File: src/rpl_pkg.sv
// Package for the position reply line parser.
// Holds the parse phase type, character codes, the keyword table and the result type.
// No dependencies.
package rpl_pkg;

  localparam int LineCapDefault = 64;
  localparam int KwLen          = 5;
  localparam logic [31:0] MagLimit = 32'h8000_0000;
  localparam logic [31:0] PosMax   = 32'h7FFF_FFFF;

  localparam logic [7:0] ChNul   = 8'h00;
  localparam logic [7:0] ChTab   = 8'h09;
  localparam logic [7:0] ChLf    = 8'h0A;
  localparam logic [7:0] ChVt    = 8'h0B;
  localparam logic [7:0] ChFf    = 8'h0C;
  localparam logic [7:0] ChCr    = 8'h0D;
  localparam logic [7:0] ChSpace = 8'h20;
  localparam logic [7:0] ChPlus  = 8'h2B;
  localparam logic [7:0] ChMinus = 8'h2D;
  localparam logic [7:0] ChZero  = 8'h30;
  localparam logic [7:0] ChNine  = 8'h39;
  localparam logic [7:0] ChUpE   = 8'h45;

  typedef enum logic [2:0] {
    PH_SEARCH = 3'd0,
    PH_BLANKS = 3'd1,
    PH_SIGNED = 3'd2,
    PH_DIGITS = 3'd3,
    PH_DONE   = 3'd4,
    PH_DEAD   = 3'd5
  } phase_e;

  typedef struct packed {
    logic signed [31:0] position;
    logic               position_found;
  } rpl_result_t;

  // Characters of the keyword "EPOS=" by index.
  function automatic logic [7:0] kw_char(input logic [2:0] idx);
    logic [7:0] ch;
    case (idx)
      3'd0:    ch = 8'h45;
      3'd1:    ch = 8'h50;
      3'd2:    ch = 8'h4F;
      3'd3:    ch = 8'h53;
      3'd4:    ch = 8'h3D;
      default: ch = 8'hFF;
    endcase
    return ch;
  endfunction

endpackage

File: src/rpl_byte_if.sv
// Byte channel interface for the position reply line parser.
// Carries valid, ready and one received byte. No dependencies.
interface rpl_byte_if;
  logic       valid;
  logic       ready;
  logic [7:0] rx_byte;

  modport source (output valid, output rx_byte, input ready);
  modport sink   (input valid, input rx_byte, output ready);
endinterface

File: src/rpl_result_if.sv
// Result channel interface for the position reply line parser.
// Carries valid, ready, the position and the found flag. No dependencies.
interface rpl_result_if;
  logic               valid;
  logic               ready;
  logic signed [31:0] position;
  logic               position_found;

  modport source (output valid, output position, output position_found, input ready);
  modport sink   (input valid, input position, input position_found, output ready);
endinterface

File: src/rpl_line_core.sv
// Line state and per-byte parsing logic of the position reply line parser.
// Depends on rpl_pkg.
module rpl_line_core #(
  parameter int LINE_CAP = rpl_pkg::LineCapDefault
) (
  input  logic                 clk_i,
  input  logic                 rst_ni,
  input  logic                 step_i,
  input  logic [7:0]           byte_i,
  output logic                 res_valid_o,
  output rpl_pkg::rpl_result_t res_o
);
  import rpl_pkg::*;

  localparam int CntW = $clog2(LINE_CAP);
  localparam logic [CntW-1:0] CntMax = CntW'(LINE_CAP - 1);

  logic [2:0]      kw_q, kw_d;
  phase_e          phase_q, phase_d;
  logic            neg_q, neg_d;
  logic [31:0]     mag_q, mag_d;
  logic [CntW-1:0] cnt_q, cnt_d;
  logic [31:0]     held_q, held_d;

  logic        is_digit, is_blank, is_sign, found;
  logic [3:0]  digit_val;
  logic [35:0] mag_ext;
  logic [31:0] mag_next, line_pos;

  assign is_digit  = (byte_i >= ChZero) && (byte_i <= ChNine);
  assign is_blank  = (byte_i == ChSpace) || (byte_i == ChTab) ||
                     (byte_i == ChVt) || (byte_i == ChFf);
  assign is_sign   = (byte_i == ChPlus) || (byte_i == ChMinus);
  assign digit_val = 4'(byte_i - ChZero);

  // Multiply by ten as two shifts and an add; the magnitude never exceeds 2^31.
  assign mag_ext  = ({4'd0, mag_q} << 3) + ({4'd0, mag_q} << 1) + {32'd0, digit_val};
  assign mag_next = (mag_ext > {4'd0, MagLimit}) ? MagLimit : mag_ext[31:0];

  assign found    = (phase_q == PH_BLANKS) || (phase_q == PH_SIGNED) ||
                    (phase_q == PH_DIGITS) || (phase_q == PH_DONE);
  assign line_pos = neg_q ? (32'd0 - mag_q) : ((mag_q > PosMax) ? PosMax : mag_q);

  assign res_valid_o           = (byte_i == ChLf) && (cnt_q != '0);
  assign res_o.position        = found ? line_pos : held_q;
  assign res_o.position_found  = found;

  always_comb begin
    kw_d    = kw_q;
    phase_d = phase_q;
    neg_d   = neg_q;
    mag_d   = mag_q;
    cnt_d   = cnt_q;
    held_d  = held_q;
    if (byte_i == ChLf) begin
      if (res_valid_o && found) begin
        held_d = line_pos;
      end
      kw_d    = '0;
      phase_d = PH_SEARCH;
      neg_d   = 1'b0;
      mag_d   = '0;
      cnt_d   = '0;
    end else if ((byte_i != ChCr) && (cnt_q < CntMax)) begin
      cnt_d = cnt_q + 1'b1;
      unique case (phase_q)
        PH_SEARCH: begin
          if (byte_i == ChNul) begin
            phase_d = PH_DEAD;
          end else if ((kw_q < 3'(KwLen)) && (byte_i == kw_char(kw_q))) begin
            kw_d = kw_q + 1'b1;
            if (kw_q == 3'(KwLen - 1)) begin
              phase_d = PH_BLANKS;
            end
          end else begin
            kw_d = (byte_i == ChUpE) ? 3'd1 : 3'd0;
          end
        end
        PH_BLANKS: begin
          if (is_blank) begin
            phase_d = PH_BLANKS;
          end else if (is_sign) begin
            neg_d   = (byte_i == ChMinus);
            phase_d = PH_SIGNED;
          end else if (is_digit) begin
            mag_d   = mag_next;
            phase_d = PH_DIGITS;
          end else begin
            phase_d = PH_DONE;
          end
        end
        PH_SIGNED, PH_DIGITS: begin
          if (is_digit) begin
            mag_d   = mag_next;
            phase_d = PH_DIGITS;
          end else begin
            phase_d = PH_DONE;
          end
        end
        default: begin
          phase_d = phase_q;
        end
      endcase
    end
  end

  always_ff @(posedge clk_i or negedge rst_ni) begin
    if (!rst_ni) begin
      kw_q    <= '0;
      phase_q <= PH_SEARCH;
      neg_q   <= 1'b0;
      mag_q   <= '0;
      cnt_q   <= '0;
      held_q  <= '0;
    end else if (step_i) begin
      kw_q    <= kw_d;
      phase_q <= phase_d;
      neg_q   <= neg_d;
      mag_q   <= mag_d;
      cnt_q   <= cnt_d;
      held_q  <= held_d;
    end
  end

endmodule

File: src/position_reply_line_parser.sv
// Top level of the position reply line parser.
// Depends on rpl_pkg, rpl_byte_if, rpl_result_if and rpl_line_core.
//
// Usage: received serial bytes enter on rx_i, one byte per transaction.
// Carriage returns are dropped; only the first LINE_CAP-1 other bytes of a
// line are examined, and a zero byte hides the rest of the line. The first
// "EPOS=" in a line starts a decimal parse with optional blanks and sign,
// saturating to the 32-bit signed range. A newline ending a non-empty line
// sends one transaction on res_o with the held position and a found flag.
// Throughput: one byte per cycle while no result waits for the output. An
// accepted byte is held in the input register while its line state update
// is computed; when it is processed, the line state and the output register
// are written together, so the result reaches res_o through both registers.
// Stall: a newline that produces a result waits in the input register while
// the output register is still full; other bytes keep flowing. With both
// registers full, rx_i.ready drops until res_o is taken.
// Reset: rst_ni clears the line state, the held position (to zero) and both
// valid flags; no result is pending after reset.
module position_reply_line_parser #(
  parameter int LINE_CAP = rpl_pkg::LineCapDefault
) (
  input  logic clk_i,
  input  logic rst_ni,
  rpl_byte_if.sink     rx_i,
  rpl_result_if.source res_o
);
  import rpl_pkg::*;

  logic        in_vld_q;
  logic [7:0]  in_byte_q;
  logic        out_vld_q;
  rpl_result_t out_q;

  logic        core_res_valid;
  rpl_result_t core_res;
  logic        out_free;
  logic        step;

  // The output register can take a new result when empty or being drained.
  assign out_free = !out_vld_q || res_o.ready;
  // A byte in the input register is processed unless it would create a
  // result that has nowhere to go.
  assign step = in_vld_q && (!core_res_valid || out_free);
  assign rx_i.ready = !in_vld_q || step;

  rpl_line_core #(
    .LINE_CAP (LINE_CAP)
  ) u_core (
    .clk_i       (clk_i),
    .rst_ni      (rst_ni),
    .step_i      (step),
    .byte_i      (in_byte_q),
    .res_valid_o (core_res_valid),
    .res_o       (core_res)
  );

  always_ff @(posedge clk_i or negedge rst_ni) begin
    if (!rst_ni) begin
      in_vld_q <= 1'b0;
    end else if (rx_i.ready) begin
      in_vld_q <= rx_i.valid;
    end
  end

  always_ff @(posedge clk_i) begin
    if (rx_i.ready && rx_i.valid) begin
      in_byte_q <= rx_i.rx_byte;
    end
  end

  always_ff @(posedge clk_i or negedge rst_ni) begin
    if (!rst_ni) begin
      out_vld_q <= 1'b0;
    end else if (out_free) begin
      out_vld_q <= step && core_res_valid;
    end
  end

  always_ff @(posedge clk_i) begin
    if (out_free && step && core_res_valid) begin
      out_q <= core_res;
    end
  end

  assign res_o.valid          = out_vld_q;
  assign res_o.position       = out_q.position;
  assign res_o.position_found = out_q.position_found;

endmodule

File: src/flat_wrapper.sv
// flat-port wrapper written by rule: the top's interface ports become plain ports
module position_reply_line_parser_flat import rpl_pkg::*;
#(
  parameter int LINE_CAP = rpl_pkg::LineCapDefault
)
  (clk_i, rst_ni, rx_i_valid, rx_i_rx_byte, rx_i_ready, res_o_valid, res_o_position, res_o_position_found, res_o_ready);
  rpl_byte_if rx_i_i ();
  rpl_result_if res_o_i ();
  input  logic clk_i;
  input  logic rst_ni;
  input wire logic [$bits(rx_i_i.valid)-1:0] rx_i_valid;
  input wire logic [$bits(rx_i_i.rx_byte)-1:0] rx_i_rx_byte;
  output wire logic [$bits(rx_i_i.ready)-1:0] rx_i_ready;
  output wire logic [$bits(res_o_i.valid)-1:0] res_o_valid;
  output wire logic [$bits(res_o_i.position)-1:0] res_o_position;
  output wire logic [$bits(res_o_i.position_found)-1:0] res_o_position_found;
  input wire logic [$bits(res_o_i.ready)-1:0] res_o_ready;
  assign rx_i_i.valid = rx_i_valid;
  assign rx_i_i.rx_byte = rx_i_rx_byte;
  assign rx_i_ready = rx_i_i.ready;
  assign res_o_valid = res_o_i.valid;
  assign res_o_position = res_o_i.position;
  assign res_o_position_found = res_o_i.position_found;
  assign res_o_i.ready = res_o_ready;
  position_reply_line_parser #(.LINE_CAP(LINE_CAP)) u_core (.clk_i(clk_i), .rst_ni(rst_ni), .rx_i(rx_i_i), .res_o(res_o_i));
endmodule
File: config.mk
export PLATFORM = sky130hd
export DESIGN_NAME = position_reply_line_parser_flat
export DESIGN_NICKNAME = d
export VERILOG_FILES = /design/src/rpl_pkg.sv /design/src/rpl_byte_if.sv /design/src/rpl_result_if.sv /design/src/rpl_line_core.sv /design/src/position_reply_line_parser.sv /design/src/flat_wrapper.sv
export SDC_FILE = /design/constraint.sdc
export NUM_CORES = 1
export LEC_CHECK = 0
export ABC_AREA = 1
export BUFFER_PORTS_ARGS = -buffer_cell sky130_fd_sc_hd__buf_2
export CAP_MARGIN = 5
export CORE_ASPECT_RATIO = 1.5
export CORE_MARGIN = 5
export CORE_UTILIZATION = 35
export DETAILED_ROUTE_END_ITERATION = 8
export PLACE_DENSITY = 0.53
export SLEW_MARGIN = 20
export SYNTH_ARGS = -nofsm -noshare
export SYNTH_HDL_FRONTEND = slang
export SYNTH_SLANG_ARGS = --single-unit
File: constraint.sdc
create_clock -name clk_i -period 3.9 [get_ports clk_i]
set_input_delay 0.39 -clock clk_i [delete_from_list [all_inputs] [get_ports clk_i]]
set_output_delay 0.39 -clock clk_i [all_outputs]
set_load 0.005 [all_outputs]
==> impl_metrics.tcl, run 1 <==
set metrics [dict create \
    ios 47 \
    drive_above_1_share 0.07953 \
    slew_headroom 0.4244 \
    start_util 0.3548 \
    final_nets 1518 \
    fin_crit_sh 0.9004 \
    die_x_um 144.0 \
    area_growth_pct 11.64 \
    ant_nets 0 \
    skew_ps 14.73 \
    synth_simple_gate_area_share 0.3374 \
    clockRootBuffer "clkbuf_16" \
    dp_hpwl_mm 20.82 \
    ys_ff_latch 120 \
    max-vdd-ir-drop_mv 0.2834 \
    cts_tree "built" \
    finalSetupViolCount 0 \
    clk_pin_slew_worst_paths_ps 60 \
    maxCapViolCount 0 \
    leakagePower_nw 5.602 \
    timing.fmax_mhz 284.8 \
    clk_latency_ps 430 \
    tns_ps 0 \
    dpl_cell_area_um2 9955 \
    first_iter_violations 475 \
    synth_edf_count 41 \
    placementRows 73 \
    avgSynthCellArea_um2 6.783 \
    yosysWarnings 0 \
    final_util 0.3960 \
    yosysUniqueCellTypes 48 \
    netlist_instances 1390 \
    antenna_cells 0 \
    h-tree-depth 4 \
    antenna_found_initial 0 \
    synthTopCellsByArea "dfrtp_1, nand2_1, edfxtp_1, ha_1, inv_1" \
    synth_seq_area_share 0.3402 \
    place.gp.congestion 0.9136 \
    synth_compound_area_frac 0.1123 \
    core_area_um2 26580 \
    worstSetupEndpointType "register" \
    synth_top_family_by_area "simple AND/OR/NAND/NOR gates" \
    synth_fp_nets 1475 \
    total_power_mw 3.426 \
    synthAdderAreaFrac 0.09846 \
    firstDrtPassIters 5 \
    die_y_um 211.0 \
    grtUsageTotal 0.1790 \
    cts.sinks 120 \
    vias_per_cell 4.909 \
    worst_pin_slew_ps 863.4 \
    die_area_um2 30390 \
    fillers 2822 \
    wl_per_cell_um 14.80 \
    portBuffers 46 \
    final_hold_viol_count 0 \
    grt_max_degree 62 \
    grt_first_pass_wirelength_mm 43.13 \
    grt_overflow_total 0 \
    netlist_area_um2 9429 \
    synthTopCellsByCount "nand2_1, inv_1, nor2_1, o21ai_0, nand3_1" \
    min_period_ps 3511 \
    postCtsResizedCells 0 \
    hp-class "input port to async pin" \
    worst-path-max-fanout 31 \
    vias 8752 \
    cts_buffers 17 \
    wl_mm 26.39 \
    cts_setup_buffers 0 \
    synthMuxAreaShare 0 \
    status "completed" \
    synth-xor-area-share 0.009289 \
    path_class "register to register" \
    async_flop_share 0.6583 \
    synth.largest_area_cell "dfrtp_1" \
    grt_pass1_vias 8485 \
    synth_top_area_frac 0.2097 \
    maxSlewViolCount 0 \
    power_density_nw_per_um2 325.5 \
    crit_arrival_ps 3870 \
    synth_most_common_cell "nand2_1" \
    cts_buffer_depth 2 \
    drc_errors 0 \
    critPathLaunchType "register" \
    rsz0062_at_grt "false" \
    cts_hold_buf 0 \
    critPathRequiredTime_ps 4260 \
    synth-main-ff-cell "dfrtp_1" \
    finalInstanceArea_um2 10530 \
]
[power breakdown]
group | switching (mW) | leakage (nW) | internal, mW
clock network | 0.603 | 0.276 | 0.954
registers | 0.0416 | 1.47 | 1.37
logic | 0.334 | 3.85 | 0.124
[stage by stage]
stage,worst slack (ps),instances,hold WS (ps)
floorplan,949.7,1390,94.41
global placement,522.7,1751,461.7
detailed placement,434.0,1751,466.3
CTS,406.2,1783,106.1
global route,12.33,1783,113.8
finish,388.6,1783,68.82
[area by class of cell]
class / instances / area [µm²] / area share
Tap cell: 337 / 421.7 / 0.04006
Timing Repair Buffer: 55 / 300.3 / 0.02853
Multi-Input combinational cell: 1035 / 5256 / 0.4993
Inverter: 204 / 768.2 / 0.07298
Sequential cell: 120 / 3208 / 0.3048
Clock inverter: 12 / 125.1 / 0.01189
Clock buffer: 20 / 446.7 / 0.04243
[critical path, stage by stage, from the launching register on]
cell and delay [ps]:
edfxtp_1 470, inv_1 170, fa_1 470, fa_1 480
inv_1 130, nand2_1 60, nand2_1 70, nand3_1 70
nand2_1 170, nand2_1 90, nand2_1 90, nand2_1 110
nand2_1 90, nand2_1 50, nand2_1 110, nand3_1 90
nor2_1 80, nand2_1 50, nand2_1 60, buf_4 310
nand3_1 130, nand2_1 80
[cell usage in the layout, fill, tap and decap left out, types with 3 or more instances in the layout]
master / n
nor3_1: 24
nand2_1: 471
nand3_1: 95
or2_2: 4
clkinvlp_4: 3
a21oi_1: 53
dfrtp_1: 79
edfxtp_1: 41
o21a_1: 6
o21ai_1: 6
a21oi_2: 4
clkbuf_16: 17
nor4_1: 9
nor2_2: 9
nand3b_1: 5
buf_2: 45
o21bai_1: 3
xor2_1: 5
nand4_1: 15
clkinv_2: 5
o21ai_0: 111
nand2_2: 3
xnor2_1: 5
ha_1: 71
inv_1: 199
inv_2: 4
buf_4: 10
nor2_1: 111
[sequential cells by signal (all words and copies together) (netlist names)]
signal,cells
u_core.res_o.position,32
u_core.u_core.held_q,32
u_core.u_core.mag_q,32
u_core.in_byte_q,8
u_core.u_core.cnt_q,6
u_core.u_core.kw_q,3
u_core.u_core.phase_q,3
u_core.in_vld_q,1
u_core.res_o.position_found,1
u_core.res_o.valid,1
u_core.u_core.neg_q,1
[logic make-up after synthesis]
kind of cell	Yosys count
AOI/OAI and AO/OA	197
buffers and inverters	235
adders and majority gates	73
and+or+nand+nor	755
xor gates and xnor gates	10
DFF	120
[layer usage]
layer | vias up | GRT usage | share of wire
met4 | 0 | 0.06010 | 0.026
met1 | 3962 | 0.2165 | 0.43
met2 | 173 | 0.3198 | 0.51
li1 | 4571 | - | -
met3 | 46 | 0.02831 | 0.038
met5 | - | 0 | 0
[worst paths after layout]
kind / from / end / slack, ps / cells after the start
hold / removal: rst_ni / u_core.res_o.valid / 70 / 1
setup / recovery: u_core.in_byte_q[3] / u_core.u_core.mag_q[21] / 390 / 21
min in group clk_i: rx_i_rx_byte[7] / u_core.in_byte_q[7] / 130 / 1
hold reg to reg: u_core.u_core.held_q[5] / u_core.u_core.held_q[5] / 480 / 2
setup reg to reg: u_core.in_byte_q[3] / u_core.u_core.mag_q[21] / 390 / 21
max in group asynchronous: rst_ni / u_core.u_core.mag_q[10] / 3000 / 2
(Power assumes the default switching activity.)
==> run 2: changes to the inputs <==
clock period = 3.5 ns   (was 3.9 ns; I/O delays follow)
==> run 2 against run 1 <==
Effect of this change:
- flip-flop and latch count unchanged
- via count is 2.3% higher
- first-iteration DRC count is 0.42% lower
- largest cell class unchanged
- register-to-register slack got worse by 190 ps
- combinational power increased by 16%
- clock power up 4%
==> impl_metrics.tcl, run 2 (same netlist as run 1, synthesis figures left out) <==
set metrics [dict create \
    power_density_nw_per_um2 346.2 \
    leakagePower_nw 5.745 \
    die_area_um2 30390 \
    highest_layer "met4" \
    grt_first_pass_wirelength_mm 43.92 \
    wirelength_met1_mm 11.51 \
    clk_latency_ps 430 \
    cts_tree "built" \
    worst-path-max-fanout 15 \
    status "completed" \
    maxSlewViolCount 0 \
    maxCapViolCount 0 \
    path_class "register to register" \
    wl_met2_mm 14.31 \
    grt_pass1_vias 8703 \
    register_area_um2 3208 \
    antenna_cells 0 \
    critPathLaunchType "register" \
    slew_headroom 0.5248 \
    place.gp.congestion 0.9222 \
    area_growth_pct 14.05 \
    die_y_um 211.0 \
    cts_buffers 17 \
    ant_nets 0 \
    wl_per_cell_um 15.42 \
    grt_max_degree 50 \
    dp_hpwl_mm 21.20 \
    antenna_found_initial 0 \
    tns_ps 0 \
    die_x_um 144.0 \
    critPathRequiredTime_ps 3870 \
    vias_per_cell 4.968 \
    cts_buffer_depth 2 \
    drc_errors 0 \
    whs_ps 91.27 \
    grt_overflow_total 0 \
    start_util 0.3548 \
    worstSetupEndpointType "register" \
    final_cell_mix "nand2_1, inv_1, nor2_1, o21ai_0, nand3_1" \
    portBuffers 46 \
    max-vdd-ir-drop_mv 0.3399 \
    worst_pin_slew_ps 712.7 \
    multi_input_area_um2 5291 \
    skew_ps 10.74 \
    h-tree-depth 4 \
    ios 47 \
    timing.fmax_mhz 303.0 \
    final_nets 1537 \
    drive_above_1_share 0.09488 \
    min_period_ps 3300 \
    clockRootBuffer "clkbuf_16" \
    final_hold_viol_count 0 \
    hp-class "input port to register" \
    fillers 2821 \
    numPlacedInstances 1764 \
    first_iter_violations 473 \
    vias 8953 \
    fin_crit_sh 0.9428 \
    core_area_um2 26580 \
    final_common_cell "nand2_1" \
    grtUsageTotal 0.1828 \
    finalSetupViolCount 0 \
    instances_no_fill 1802 \
    wl_mm 27.78 \
    clk_pin_slew_worst_paths_ps 60 \
    cts.sinks 120 \
    placementRows 73 \
    wl_met3_um 946 \
    crit_arrival_ps 3670 \
    firstDrtPassIters 5 \
]
[run 2: through the flow]
step                      worst slack (ps)  area [µm²]  total power, mW    util
after floorplan                      549.7        9429            1.958       -
after global placement               241.5       10080            2.124  0.3791
after detailed placement             176.8       10080            2.129  0.3791
after CTS                            150.7       10610            3.762  0.3993
after global routing                -24.92       10750            3.911  0.4046
final                                200.0       10750            3.723  0.4046
[run 2: worst paths after layout]
| check | cells past startpoint | slack (ps) | start | end |
|---|---|---|---|---|
| max | 21 | 200 | u_core.u_core.mag_q[2] | u_core.u_core.mag_q[27] |
| min | 1 | 90 | rx_i_rx_byte[5] | u_core.in_byte_q[5] |
| max reg2reg | 21 | 200 | u_core.u_core.mag_q[2] | u_core.u_core.mag_q[27] |
| min reg2reg | 2 | 480 | u_core.u_core.held_q[16] | u_core.u_core.held_q[16] |
| max in group asynchronous | 3 | 2270 | rst_ni | u_core.u_core.held_q[22] |
| min in group asynchronous | 2 | 500 | rst_ni | u_core.u_core.mag_q[31] |
[run 2: critical path, stage by stage, from the launching register on]
cell,delay (ps)
dfrtp_1,410
inv_2,90
fa_1,540
fa_2,440
inv_1,100
nand2_1,60
nand2_1,70
nand3_1,90
nand2_2,140
nand2_1,80
nand2_1,100
nand2_1,60
nand2_1,80
nand2_1,60
nor2_1,80
nand3_1,130
nor2_1,140
nand2_1,70
nand2_2,130
clkbuf_16,200
nand3_1,90
nand2_1,60
[run 2: area by class of cell]
type	count	area share
Multi-Input combinational cell	1035	0.4920
Sequential cell	120	0.2983
Inverter	204	0.07144
Timing Repair Buffer	74	0.05015
Clock buffer	21	0.04095
Tap cell	337	0.03921
Clock inverter	11	0.007912
[run 2: metal layers]
layer	vias to the layer above	global-route usage
li1	4621	-
met1	4080	0.2148
met2	190	0.3263
met3	62	0.02627
met4	0	0.07992
met5	-	0
[run 2: report_power, final]
part / total [mW] / internal [mW] / switching, mW
logic: 0.530 / 0.152 / 0.378
registers: 1.57 / 1.53 / 0.0423
clock network: 1.62 / 0.963 / 0.662
[run 2: repair_timing]
item,4_1_cts,5_1_grt
endpoints found under the setup margin,0,33
setup buffers,0,1
resized for setup,0,13
hold endpoints to repair,1,0
hold buffers,1,0
